[src/rtl/core/erld_pkg.sv]
// Package for the escape run-length decoder: sizes, escape constants and the
// command record passed from the front end to the back end. No dependencies.
`default_nettype none

package erld_pkg;

	// Expanded bytes carried by one result (1 to 8).
	localparam int BYTES_PER_RESULT = 8;

	localparam logic [7:0] ESCAPE_BYTE   = 8'hFF;
	localparam logic [7:0] MIN_RUN_COUNT = 8'd3;

	// A run holds up to 256 bytes, so its length needs nine bits.
	localparam int CNT_W = 9;
	localparam logic [CNT_W-1:0] RESULT_BYTES = CNT_W'(BYTES_PER_RESULT);

	// Depth of the command queue between the front end and the back end.
	localparam int FIFO_DEPTH = 4;
	localparam int PTR_W      = $clog2(FIFO_DEPTH);

	// One expansion command: a byte value, how many copies, or a truncation mark.
	typedef struct packed {
		logic             trunc;
		logic [CNT_W-1:0] total;
		logic [7:0]       value;
	} cmd_t;

endpackage

`default_nettype wire

[src/rtl/core/erld_front.sv]
// Front end of the escape run-length decoder: parses literals and escape
// sequences and issues expansion commands. Depends on erld_pkg.
`default_nettype none

module erld_front import erld_pkg::*; (
	input  wire logic       clk,
	input  wire logic       arst_n,
	input  wire logic       accept,
	input  wire logic [7:0] in_byte,
	input  wire logic       block_end,
	output logic            push,
	output cmd_t            cmd
);

	typedef enum logic [1:0] {
		PH_IDLE  = 2'd0,
		PH_COUNT = 2'd1,
		PH_BYTE  = 2'd2
	} phase_t;

	phase_t     phase_q;
	logic [7:0] held_q;

	// Command produced by the byte at the input, if any.
	always_comb begin
		push      = 1'b0;
		cmd.trunc = 1'b0;
		cmd.total = CNT_W'(1);
		cmd.value = in_byte;
		case (phase_q)
			PH_COUNT: begin
				if (in_byte >= MIN_RUN_COUNT) begin
					push      = block_end;
					cmd.trunc = 1'b1;
					cmd.total = '0;
					cmd.value = '0;
				end else begin
					push      = 1'b1;
					cmd.value = ESCAPE_BYTE;
					cmd.total = {1'b0, in_byte} + CNT_W'(1);
				end
			end
			PH_BYTE: begin
				push      = 1'b1;
				cmd.total = {1'b0, held_q} + CNT_W'(1);
			end
			default: begin
				if (in_byte == ESCAPE_BYTE) begin
					push      = block_end;
					cmd.trunc = 1'b1;
					cmd.total = '0;
					cmd.value = '0;
				end else begin
					push = 1'b1;
				end
			end
		endcase
		push = push & accept;
	end

	always_ff @(posedge clk or negedge arst_n) begin
		if (!arst_n) begin
			phase_q <= PH_IDLE;
			held_q  <= '0;
		end else if (accept) begin
			case (phase_q)
				PH_COUNT: begin
					if (in_byte >= MIN_RUN_COUNT) begin
						held_q  <= in_byte;
						phase_q <= PH_BYTE;
					end else begin
						phase_q <= PH_IDLE;
					end
				end
				PH_BYTE: begin
					phase_q <= PH_IDLE;
					held_q  <= '0;
				end
				default: begin
					phase_q <= (in_byte == ESCAPE_BYTE) ? PH_COUNT : PH_IDLE;
				end
			endcase
			// The end of a block always leaves the parser fresh.
			if (block_end) begin
				phase_q <= PH_IDLE;
				held_q  <= '0;
			end
		end
	end

endmodule

`default_nettype wire

[src/rtl/core/erld_cmd_fifo.sv]
// Small command queue between the decoder front end and back end.
// Depends on erld_pkg.
`default_nettype none

module erld_cmd_fifo import erld_pkg::*; (
	input  wire logic clk,
	input  wire logic arst_n,
	input  wire logic push,
	input  wire cmd_t push_cmd,
	input  wire logic pop,
	output cmd_t      head,
	output logic      full,
	output logic      empty
);

	cmd_t             mem_q [FIFO_DEPTH];
	logic [PTR_W-1:0] wr_ptr_q;
	logic [PTR_W-1:0] rd_ptr_q;
	logic [PTR_W:0]   count_q;
	logic             do_push;
	logic             do_pop;

	assign full    = (count_q == (PTR_W+1)'(FIFO_DEPTH));
	assign empty   = (count_q == '0);
	assign do_push = push && !full;
	assign do_pop  = pop && !empty;
	assign head    = mem_q[rd_ptr_q];

	always_ff @(posedge clk) begin
		if (do_push) begin
			mem_q[wr_ptr_q] <= push_cmd;
		end
	end

	always_ff @(posedge clk or negedge arst_n) begin
		if (!arst_n) begin
			wr_ptr_q <= '0;
			rd_ptr_q <= '0;
			count_q  <= '0;
		end else begin
			if (do_push) begin
				wr_ptr_q <= wr_ptr_q + PTR_W'(1);
			end
			if (do_pop) begin
				rd_ptr_q <= rd_ptr_q + PTR_W'(1);
			end
			case ({do_push, do_pop})
				2'b10:   count_q <= count_q + (PTR_W+1)'(1);
				2'b01:   count_q <= count_q - (PTR_W+1)'(1);
				default: count_q <= count_q;
			endcase
		end
	end

endmodule

`default_nettype wire

[src/rtl/core/erld_back.sv]
// Back end of the escape run-length decoder: expands one command at a time
// into packed results held in an output register. Depends on erld_pkg.
`default_nettype none

module erld_back import erld_pkg::*; (
	input  wire logic        clk,
	input  wire logic        arst_n,
	input  wire cmd_t        head,
	input  wire logic        empty,
	output logic             pop,
	output logic             out_valid,
	input  wire logic        out_ready,
	output logic [63:0]      out_bytes,
	output logic [3:0]       byte_count,
	output logic             run_end,
	output logic             truncated
);

	logic             work_valid_q;
	logic [7:0]       value_q;
	logic [CNT_W-1:0] remain_q;
	logic             trunc_q;

	logic             load;
	logic             last_piece;
	logic [3:0]       take;
	logic [63:0]      word;

	assign load       = work_valid_q && (!out_valid || out_ready);
	assign last_piece = trunc_q || (remain_q <= RESULT_BYTES);
	assign pop        = !empty && (!work_valid_q || (load && last_piece));

	always_comb begin
		take = (remain_q > RESULT_BYTES) ? 4'(BYTES_PER_RESULT) : remain_q[3:0];
		word = '0;
		for (int k = 0; k < BYTES_PER_RESULT; k++) begin
			if (4'(k) < take) begin
				word[8*k +: 8] = value_q;
			end
		end
	end

	always_ff @(posedge clk or negedge arst_n) begin
		if (!arst_n) begin
			work_valid_q <= 1'b0;
			out_valid    <= 1'b0;
		end else begin
			if (pop) begin
				work_valid_q <= 1'b1;
			end else if (load && last_piece) begin
				work_valid_q <= 1'b0;
			end
			if (load) begin
				out_valid <= 1'b1;
			end else if (out_ready) begin
				out_valid <= 1'b0;
			end
		end
	end

	always_ff @(posedge clk) begin
		if (pop) begin
			value_q  <= head.value;
			remain_q <= head.total;
			trunc_q  <= head.trunc;
		end else if (load) begin
			remain_q <= remain_q - RESULT_BYTES;
		end
		if (load) begin
			out_bytes  <= trunc_q ? 64'd0 : word;
			byte_count <= trunc_q ? 4'd0 : take;
			run_end    <= last_piece;
			truncated  <= trunc_q;
		end
	end

endmodule

`default_nettype wire

[src/rtl/core/escape_run_length_decoder_top.sv]
// Top level of the escape run-length decoder: joins the parsing front end,
// the command queue and the expanding back end. Depends on erld_pkg.
//
// Use of the block:
// The slave stream takes one compressed byte per request in s_tdata, with
// s_tlast marking the final byte of a compressed block. A byte other than
// 0xFF passes as one byte; 0xFF, a count n of 3 or more and a byte B give
// n+1 copies of B; 0xFF and a count below 3 give n+1 copies of 0xFF.
// The master stream delivers results of up to eight expanded bytes, first
// byte lowest, with the byte count beside them; m_tlast closes the results
// caused by one input byte and m_tuser flags an escape cut off by the end
// of a block (no bytes, count zero).
// Path: an accepted byte passes through the command queue, the work
// register and the output register. While the receiver is ready, literals
// flow at one byte per cycle and a run of n+1 bytes gives ceil((n+1)/8)
// results at one output request per cycle; the input keeps flowing into a
// four-entry command queue and stalls only when that queue is full.
// When the receiver stalls, the current result holds on the master side and
// the queue fills up behind it before s_tready drops.
// Reset empties the queue and the output register and returns the parser to
// expecting a literal or an escape.
`default_nettype none

module escape_run_length_decoder_top import erld_pkg::*; (
	input  wire logic        clk,
	input  wire logic        arst_n,
	input  wire logic        s_tvalid,
	output logic             s_tready,
	input  wire logic [7:0]  s_tdata,   // [7:0] in_byte
	input  wire logic        s_tlast,   // block_end
	output logic             m_tvalid,
	input  wire logic        m_tready,
	output logic [71:0]      m_tdata,   // [63:0] out_bytes, [67:64] byte_count, rest zero
	output logic             m_tlast,   // run_end
	output logic [0:0]       m_tuser    // [0] truncated
);

	logic        accept;
	logic        push;
	cmd_t        push_cmd;
	cmd_t        head;
	logic        full;
	logic        empty;
	logic        pop;
	logic [63:0] out_bytes;
	logic [3:0]  byte_count;
	logic        run_end;
	logic        truncated;

	// A byte is taken whenever the queue has room, even if it issues no command.
	assign s_tready = !full;
	assign accept   = s_tvalid && s_tready;

	erld_front u_front (
		.clk       (clk),
		.arst_n    (arst_n),
		.accept    (accept),
		.in_byte   (s_tdata),
		.block_end (s_tlast),
		.push      (push),
		.cmd       (push_cmd)
	);

	erld_cmd_fifo u_fifo (
		.clk      (clk),
		.arst_n   (arst_n),
		.push     (push),
		.push_cmd (push_cmd),
		.pop      (pop),
		.head     (head),
		.full     (full),
		.empty    (empty)
	);

	erld_back u_back (
		.clk        (clk),
		.arst_n     (arst_n),
		.head       (head),
		.empty      (empty),
		.pop        (pop),
		.out_valid  (m_tvalid),
		.out_ready  (m_tready),
		.out_bytes  (out_bytes),
		.byte_count (byte_count),
		.run_end    (run_end),
		.truncated  (truncated)
	);

	assign m_tdata = {4'd0, byte_count, out_bytes};
	assign m_tlast = run_end;
	assign m_tuser = truncated;

endmodule

`default_nettype wire
[config.mk]
export PLATFORM = sky130hd
export DESIGN_NAME = escape_run_length_decoder_top
export DESIGN_NICKNAME = d
export VERILOG_FILES = /design/src/rtl/core/erld_pkg.sv /design/src/rtl/core/erld_front.sv /design/src/rtl/core/erld_cmd_fifo.sv /design/src/rtl/core/erld_back.sv /design/src/rtl/core/escape_run_length_decoder_top.sv
export SDC_FILE = /design/constraint.sdc
export NUM_CORES = 1
export LEC_CHECK = 0
export ABC_AREA = 1
export ABC_CLOCK_PERIOD_IN_PS = 4300
export BUFFER_PORTS_ARGS = -buffer_cell sky130_fd_sc_hd__buf_4
export CORE_ASPECT_RATIO = 1.4
export CORE_MARGIN = 2
export CORE_UTILIZATION = 53
export CTS_CLUSTER_DIAMETER = 100
export CTS_CLUSTER_SIZE = 24
export DETAILED_ROUTE_END_ITERATION = 8
export GPL_TIMING_DRIVEN = 0
export MAX_ROUTING_LAYER = met4
export PLACE_DENSITY = 0.85
export SETUP_SLACK_MARGIN = 0.4
export SLEW_MARGIN = 20
export SYNTH_ARGS = -nofsm -noshare
export SYNTH_HDL_FRONTEND = slang
export SYNTH_HIERARCHICAL = 1
export SYNTH_SLANG_ARGS = --single-unit
export TNS_END_PERCENT = 100
[constraint.sdc]
create_clock -name clk -period 4.3 [get_ports clk]
set_input_delay 0.645 -clock clk [delete_from_list [all_inputs] [get_ports clk]]
set_output_delay 0.645 -clock clk [all_outputs]
set_load 0.03 [all_outputs]
### Word level (Yosys, flattened, before mapping)

Memories as Yosys holds them, arrays and structs flattened.
Index checks and enable logic that the tools add are counted.

| storage, ports and cells | value |
|---|---|
| flip-flop bits (word level) | 107 |
| RAM bits | 72 |
| memories kept | 1 |

Memory list:

| name | depth | bits a word | rd ports | clocked after Yosys merged registers in | wr ports | line | text |
|---|---|---|---|---|---|---|---|
| u_fifo.mem_q | 4 | 18 | 1 | 0 | 1 | erld_cmd_fifo.sv:16 | `cmd_t mem_q [FIFO_DEPTH];` |

| cells by class | value |
|---|---|
| $add $sub $neg | 7 |
| magnitude comparators | 11 |
| equal/unequal tests | 7 |
| multiplexer cells | 26 |
| bitwise gates (word level) | 9 |
| reductions and logical operators | 28 |

Operator list:

| kind | number |
|---|---|
| 8-bit case mux with 2 select lines | 2 |
| 8-bit by 1-bit adder with 9-bit output (second input constant) | 2 |
| 18-bit two-way mux | 1 |
| 9-bit two-way mux | 2 |
| 9-bit case mux with 2 select lines | 1 |
| 17-bit two-way mux | 1 |
| 3-bit by 4-bit < comparator with 1-bit output (first input constant) | 4 |
| 8-bit two-way mux | 2 |
| 2-bit OR reduction | 8 |
| 1-bit two-way mux | 10 |
| 9-bit by 4-bit greater-than comparator with 1-bit output (second input constant) | 1 |
| 9-bit by 4-bit less-or-equal comparator with 1-bit output (second input constant) | 1 |
| 9-bit by 4-bit subtractor with 9-bit output (second input constant) | 1 |
| 8-bit equality test (second input constant) | 1 |
| 8-bit by 2-bit greater-or-equal comparator with 1-bit output (second input constant) | 1 |
| 1-bit by 4-bit < comparator with 1-bit output (first input constant) | 2 |
| 2-bit by 4-bit < comparator with 1-bit output (first input constant) | 2 |
| 1-bit inverter | 8 |
| 2-bit nonzero test | 4 |
| 1-bit logical AND | 6 |
| 3-bit case mux with 2 select lines | 1 |
| 2-bit by 1-bit adder with 2-bit output (second input constant) | 2 |
| 2-bit by 1-bit equality test with 1-bit output (second input constant) | 2 |
| 2-bit equality test (second input constant) | 2 |
| 14 further kinds | 21 |

### Logic depth before layout (Yosys ltp)

| depth | value |
|---|---|
| word-level depth | 9 |
| mapped depth | 21 |
| depth with buffers taken out | 20 |

### By module

The synthesis kept the hierarchy.

Modules (own cells, without submodules):

| module | instances | cells an instance | area each (µm²) | sequential area each (µm²) |
|---|---|---|---|---|
| erld_back | 1 | 263 | 3595.9 | 2692.6 |
| erld_cmd_fifo | 1 | 271 | 3337.0 | 2337.2 |
| erld_front | 1 | 143 | 909.6 | 250.2 |
| escape_run_length_decoder_top | 1 | 8 | 47.5 | 0.0 |

### Worst setup path before layout

No wires, ideal clock.

| timing | value |
|---|---|
| kind | input -> register |
| start point | input m_tready |
| end point | register u_back.remain_q[3] (enable) |
| setup time | 0.360 ns |
| arrival | 4.177 ns |
| path slack | -0.237 ns |
| cell stages on the path | 3 |
| buffers on the path | 0 |
| cell sequence | nor2_1 nor2_1 o21bai_1 |

| between the ends | value |
|---|---|
| word-level cells in the longest chain between the ends | 6 |

Ends and longest elaborated chain:

| item | line | text |
|---|---|---|
| start: declaration | escape_run_length_decoder_top.sv:32 | `input wire logic m_tready,` |
| 1-bit logical OR * | erld_back.sv:29 | `assign load = work_valid_q && (!out_valid \|\| out_ready);` |
| 1-bit logical AND * | erld_back.sv:29 |  |
| named net u_back.load | erld_back.sv:24 | `logic load;` |
| 1-bit logical AND | erld_back.sv:31 | `assign pop = !empty && (!work_valid_q \|\| (load && last_piece));` |
| 1-bit logical OR | erld_back.sv:31 |  |
| 1-bit logical AND | erld_back.sv:31 |  |
| 2-bit nonzero test (no line) * | -- |  |
| end signal: assignment | erld_back.sv:64 | `remain_q <= head.total;` |
| end signal: assignment | erld_back.sv:67 | `remain_q <= remain_q - RESULT_BYTES;` |
| end: declaration | erld_back.sv:21 | `logic [CNT_W-1:0] remain_q;` |

The timed path passes the listed nets; every way through them passes the cells marked *.
A chain may end at the register's enable or synchronous reset.

### Final worst setup path

| timing | value |
|---|---|
| start point | register u_back.remain_q[3] |
| end point | register u_fifo.count_q[2] |

| between the ends | value |
|---|---|
| word-level cells in the longest chain between the ends | 8 |
| elaborated cells between the ends (all ways) | 10 |
| those cells by class | 1 x order compare; 2 x eq/ne; 1 x mux; 6 x reduce/logical |

Ends and longest elaborated chain:

| item | line | text |
|---|---|---|
| 9-bit by 4-bit less-or-equal comparator with 1-bit output * | erld_back.sv:30 | `assign last_piece = trunc_q \|\| (remain_q <= RESULT_BYTES);` |
| 1-bit logical OR * | erld_back.sv:30 |  |
| named net u_back.last_piece | erld_back.sv:25 | `logic last_piece;` |
| 1-bit logical AND * | erld_back.sv:31 |  |
| 1-bit logical OR * | erld_back.sv:31 |  |
| 1-bit logical AND * | erld_back.sv:31 |  |
| named net pop | escape_run_length_decoder_top.sv:44 | `logic pop;` |
| 1-bit logical AND * | erld_cmd_fifo.sv:26 | `assign do_pop = pop && !empty;` |
| named net u_fifo.do_pop | erld_cmd_fifo.sv:21 | `logic do_pop;` |
| 2-bit by 1-bit equality test with 1-bit output or 2-bit equality test (tied branches) | erld_cmd_fifo.sv:47 | `case ({do_push, do_pop})` |
| 3-bit case mux with 2 select lines or 2-bit nonzero test (tied branches) | -- |  |
| end signal: assignment | erld_cmd_fifo.sv:48 | `2'b10: count_q <= count_q + (PTR_W+1)'(1);` |
| end signal: assignment | erld_cmd_fifo.sv:49 | `2'b01: count_q <= count_q - (PTR_W+1)'(1);` |
| end signal: assignment | erld_cmd_fifo.sv:50 | `default: count_q <= count_q;` |
| end: declaration | erld_cmd_fifo.sv:19 | `logic [PTR_W:0] count_q;` |

Marked as above.

==> run metrics <==
count leader, synth edfxtp_1; vias in the first global route around 5,400; clock buffer count from CTS 17; Max Freq 0.302 GHz; area of the multi-input gates about 2000 sq um; Seq cells post-synth approximately 180; DRT Pass-1 Iters 5; Post-Layout Cell Count about 1,000; crit share post-route between 70% and 80%; Post-route DRC 0; TritonCTS clock tree yes; dpl cells about 970; top cells by area, synth edfxtp_1, nand2_1, dfrtp_1; die area between 15,000 and 20,000 sq um; worst-margin pin slew between 0.6 and 0.7 ns; share of layout cells above drive strength 1 a little under a quarter; relative slew slack 55.6%; Yosys cell types 35; Leak roughly 0.0042 uW; Synth Cell Area around 7900 sq um; Worst Path Class, Setup reg -> reg; Post-CTS Hold Fix Bufs 0; WL per Instance 16.2 um; Seq/Total Area, Yosys about 67%; post-CTS sizing 0; Critical Path Fanout Max 12; DR vias/cell 5.37; synthesis-to-finish area growth 20.5%; list of most frequent post-synthesis cells edfxtp_1, nand2_1, inv_1, nor2_1, o211ai_1; via count 5,365; Avg Inst Size Synth about 12 sq um; core region area around 15,000 sq um; Post-Route WL about 16,000 um; register area about 5300 sq um; total gr overflow 0; run status finished clean; Worst-path clk slew about 0.070 ns; Core Rows 52; Reg2Reg Setup Slack slightly below 1 ns; Initial Utilization a little over half; max-slew violation count 0; Clock H-tree levels 4; Yosys top cell by area edfxtp_1; maximum clock insertion buffer count 2; Max Cap Viol 0; IO Count 89; 1st-iter DRT viols about 350; Worst Slack Setup Final between 0.9 and 1 ns; dpl hpwl approximately 11,000 um; Mapped Cells 685; first-pass GRT wire length roughly 26,000 um; asr flop ratio synth 10.6%; worst r2r path cells 20; top_reg_cell synth edfxtp_1; Worst EP required around 4.6 ns; number of synthesized flops with an enable pin 160; chip height 148 um; CP Capture Type flip-flop; Max IR drop VDD ~0.00039 V; largest net degree at the start of global routing 29; Skew-Pair Late Insertion Delay 0.43 ns; Worst Setup Start Kind flip-flop; Root Buffer clkbuf_16; worst r2r src u_back/remain_q[3]; Synth Warn # 6; Worst Setup SP u_back/remain_q[3]; Final Hold Viols 0; GP Congestion between 0.8 and 0.9; GR Util All Layers roughly 22%; Max Clock Skew about 0.0093 ns; top cell type's share of synthesized area between 60% and 70%; pre-CTS WS just over 1 ns; PD cells 740 nW/um^2; RSZ-0062 raised after global routing no; R2R Path End u_fifo/count_q[2]; Sinks on Clock Net between 150 and 200; Setup TNS Final 0 ns; path category of the worst min-delay check in -> async; final worst path period need ~3.3 ns; Nets 821; Fillers about 1,000; crit path DAT 3.63 ns; Setup Fix Bufs, Post-CTS 0; # diodes 0; initial antenna violation count 0; die width 107 um; post-route ant nets 0; Final Setup Violations 0; Port Buf Inserts 84
-- cell usage in the layout (no fill, tap or decap), types with 3 or more instances in the layout --
cell type   netlist  layout
a21oi_1          21      21
buf_2             4       4
buf_4             4      88
buf_6            10      13
clkbuf_1          3       3
clkbuf_16         0      17
clkinv_8          0       4
clkinvlp_4        0       3
conb_1            1       4
dfrtp_1          19      19
edfxtp_1        160     160
ha_1             10      10
inv_1           104     104
inv_2             4       4
inv_8             0       5
nand2_1         145     145
nand2_2           7       7
nand2_4           7       7
nand3_1          33      33
nand3_2           3       3
nand4_1           3       3
nor2_1           66      61
nor2_2            2       6
nor2_4            3       4
nor2_8            3       3
nor3_1           11      11
o211ai_1         36      36
o21ai_0           7       7
xor2_1            4       4
-- report_power, final --
part | switching [uW] | internal [uW]
sequential | 228 | 2610
combinational | 1780 | 856
clock | 723 | 839
-- state kept, by name (all words and copies together), names as in the netlist --
register             cells
u_fifo/rd_ptr_q          2
u_back/truncated         1
u_back/value_q           8
u_fifo/mem_q            72
u_back/byte_count        4
u_back/out_valid         1
u_front/held_q           8
u_back/work_valid_q      1
u_back/out_bytes        64
u_fifo/count_q           3
u_back/run_end           1
u_back/trunc_q           1
u_back/remain_q          9
u_fifo/wr_ptr_q          2
u_front/phase_q          2
-- final cells by class --
class / count / area share (%)
Sequential cell: 179 / 55.5
Multi-Input combinational cell: 380 / 21.7
Timing Repair Buffer: 90 / 7.73
Clock buffer: 17 / 4.47
Inverter: 108 / 4.26
Tap cell: 189 / 2.49
Clock inverter: 15 / 2.01
Buffer: 21 / 1.83
-- layer usage --
| layer | track usage [%] | up-vias | share of wire, % |
|---|---|---|---|
| li1 | - | 2516 | - |
| met1 | 22.2 | 2580 | 36 |
| met2 | 39.7 | 231 | 55 |
| met3 | 4.43 | 38 | 5.8 |
| met4 | 9.61 | 0 | 2.9 |
| met5 | - | - | 0 |
-- logic make-up (layout without fill, tap and decap cells) --
| family | Yosys count | count (layout) | synth area share [%] |
|---|---|---|---|
| other | 1 | 4 | 0.0475 |
| AND/OR/NAND/NOR | 288 | 288 | 17.0 |
| buffers and inverters | 129 | 251 | 7.34 |
| flip-flops | 179 | 179 | 66.9 |
| XOR/XNOR | 5 | 5 | 0.555 |
| AO/OA/AOI/OAI | 72 | 72 | 6.25 |
| adder cells (fa/ha/maj) | 11 | 11 | 1.84 |
-- critical path, cell delays in order, from the launching register on --
cell,delay (ns)
edfxtp_1,0.47
inv_1,0.13
ha_1,0.21
nand2_2,0.08
nor2_2,0.17
nand2_2,0.12
nand3_2,0.11
nand2_2,0.06
nand2_4,0.11
nand2_4,0.06
buf_6,0.14
inv_1,0.32
nand2_1,0.18
inv_1,0.13
ha_1,0.17
inv_1,0.06
fa_1,0.38
nand2_1,0.10
nand3_1,0.07
nand2_1,0.06
nand2_1,0.05
-- through the flow --
step | instance area [sq um] | power (uW) | utilization (%) | hold WS, ns
5_1_grt | 9510 | 7380 | 65.5 | 0.0969
2_1_floorplan | 7900 | 4580 | - | 0.349
3_3_place_gp | 8770 | 5310 | 60.5 | 0.460
6_report | 9510 | 7030 | 65.5 | 0.0940
4_1_cts | 9510 | 7050 | 65.5 | 0.0930
3_5_place_dp | 8890 | 5480 | 61.3 | 0.469
-- how the worst max path moves through the flow --
stage	to	slack [ns]	depth (start not counted)
6_report	u_fifo/count_q[2]	0.99	20
5_1_grt	u_fifo/count_q[2]	0.65	20
4_1_cts	u_fifo/count_q[2]	0.97	20
3_5_place_dp	u_fifo/count_q[2]	1.01	20
3_3_place_gp	u_back/remain_q[8]	0.37	4
2_1_floorplan	u_back/remain_q[3]	1.02	3
No activity file was read; power rests on OpenSTA's default activity.
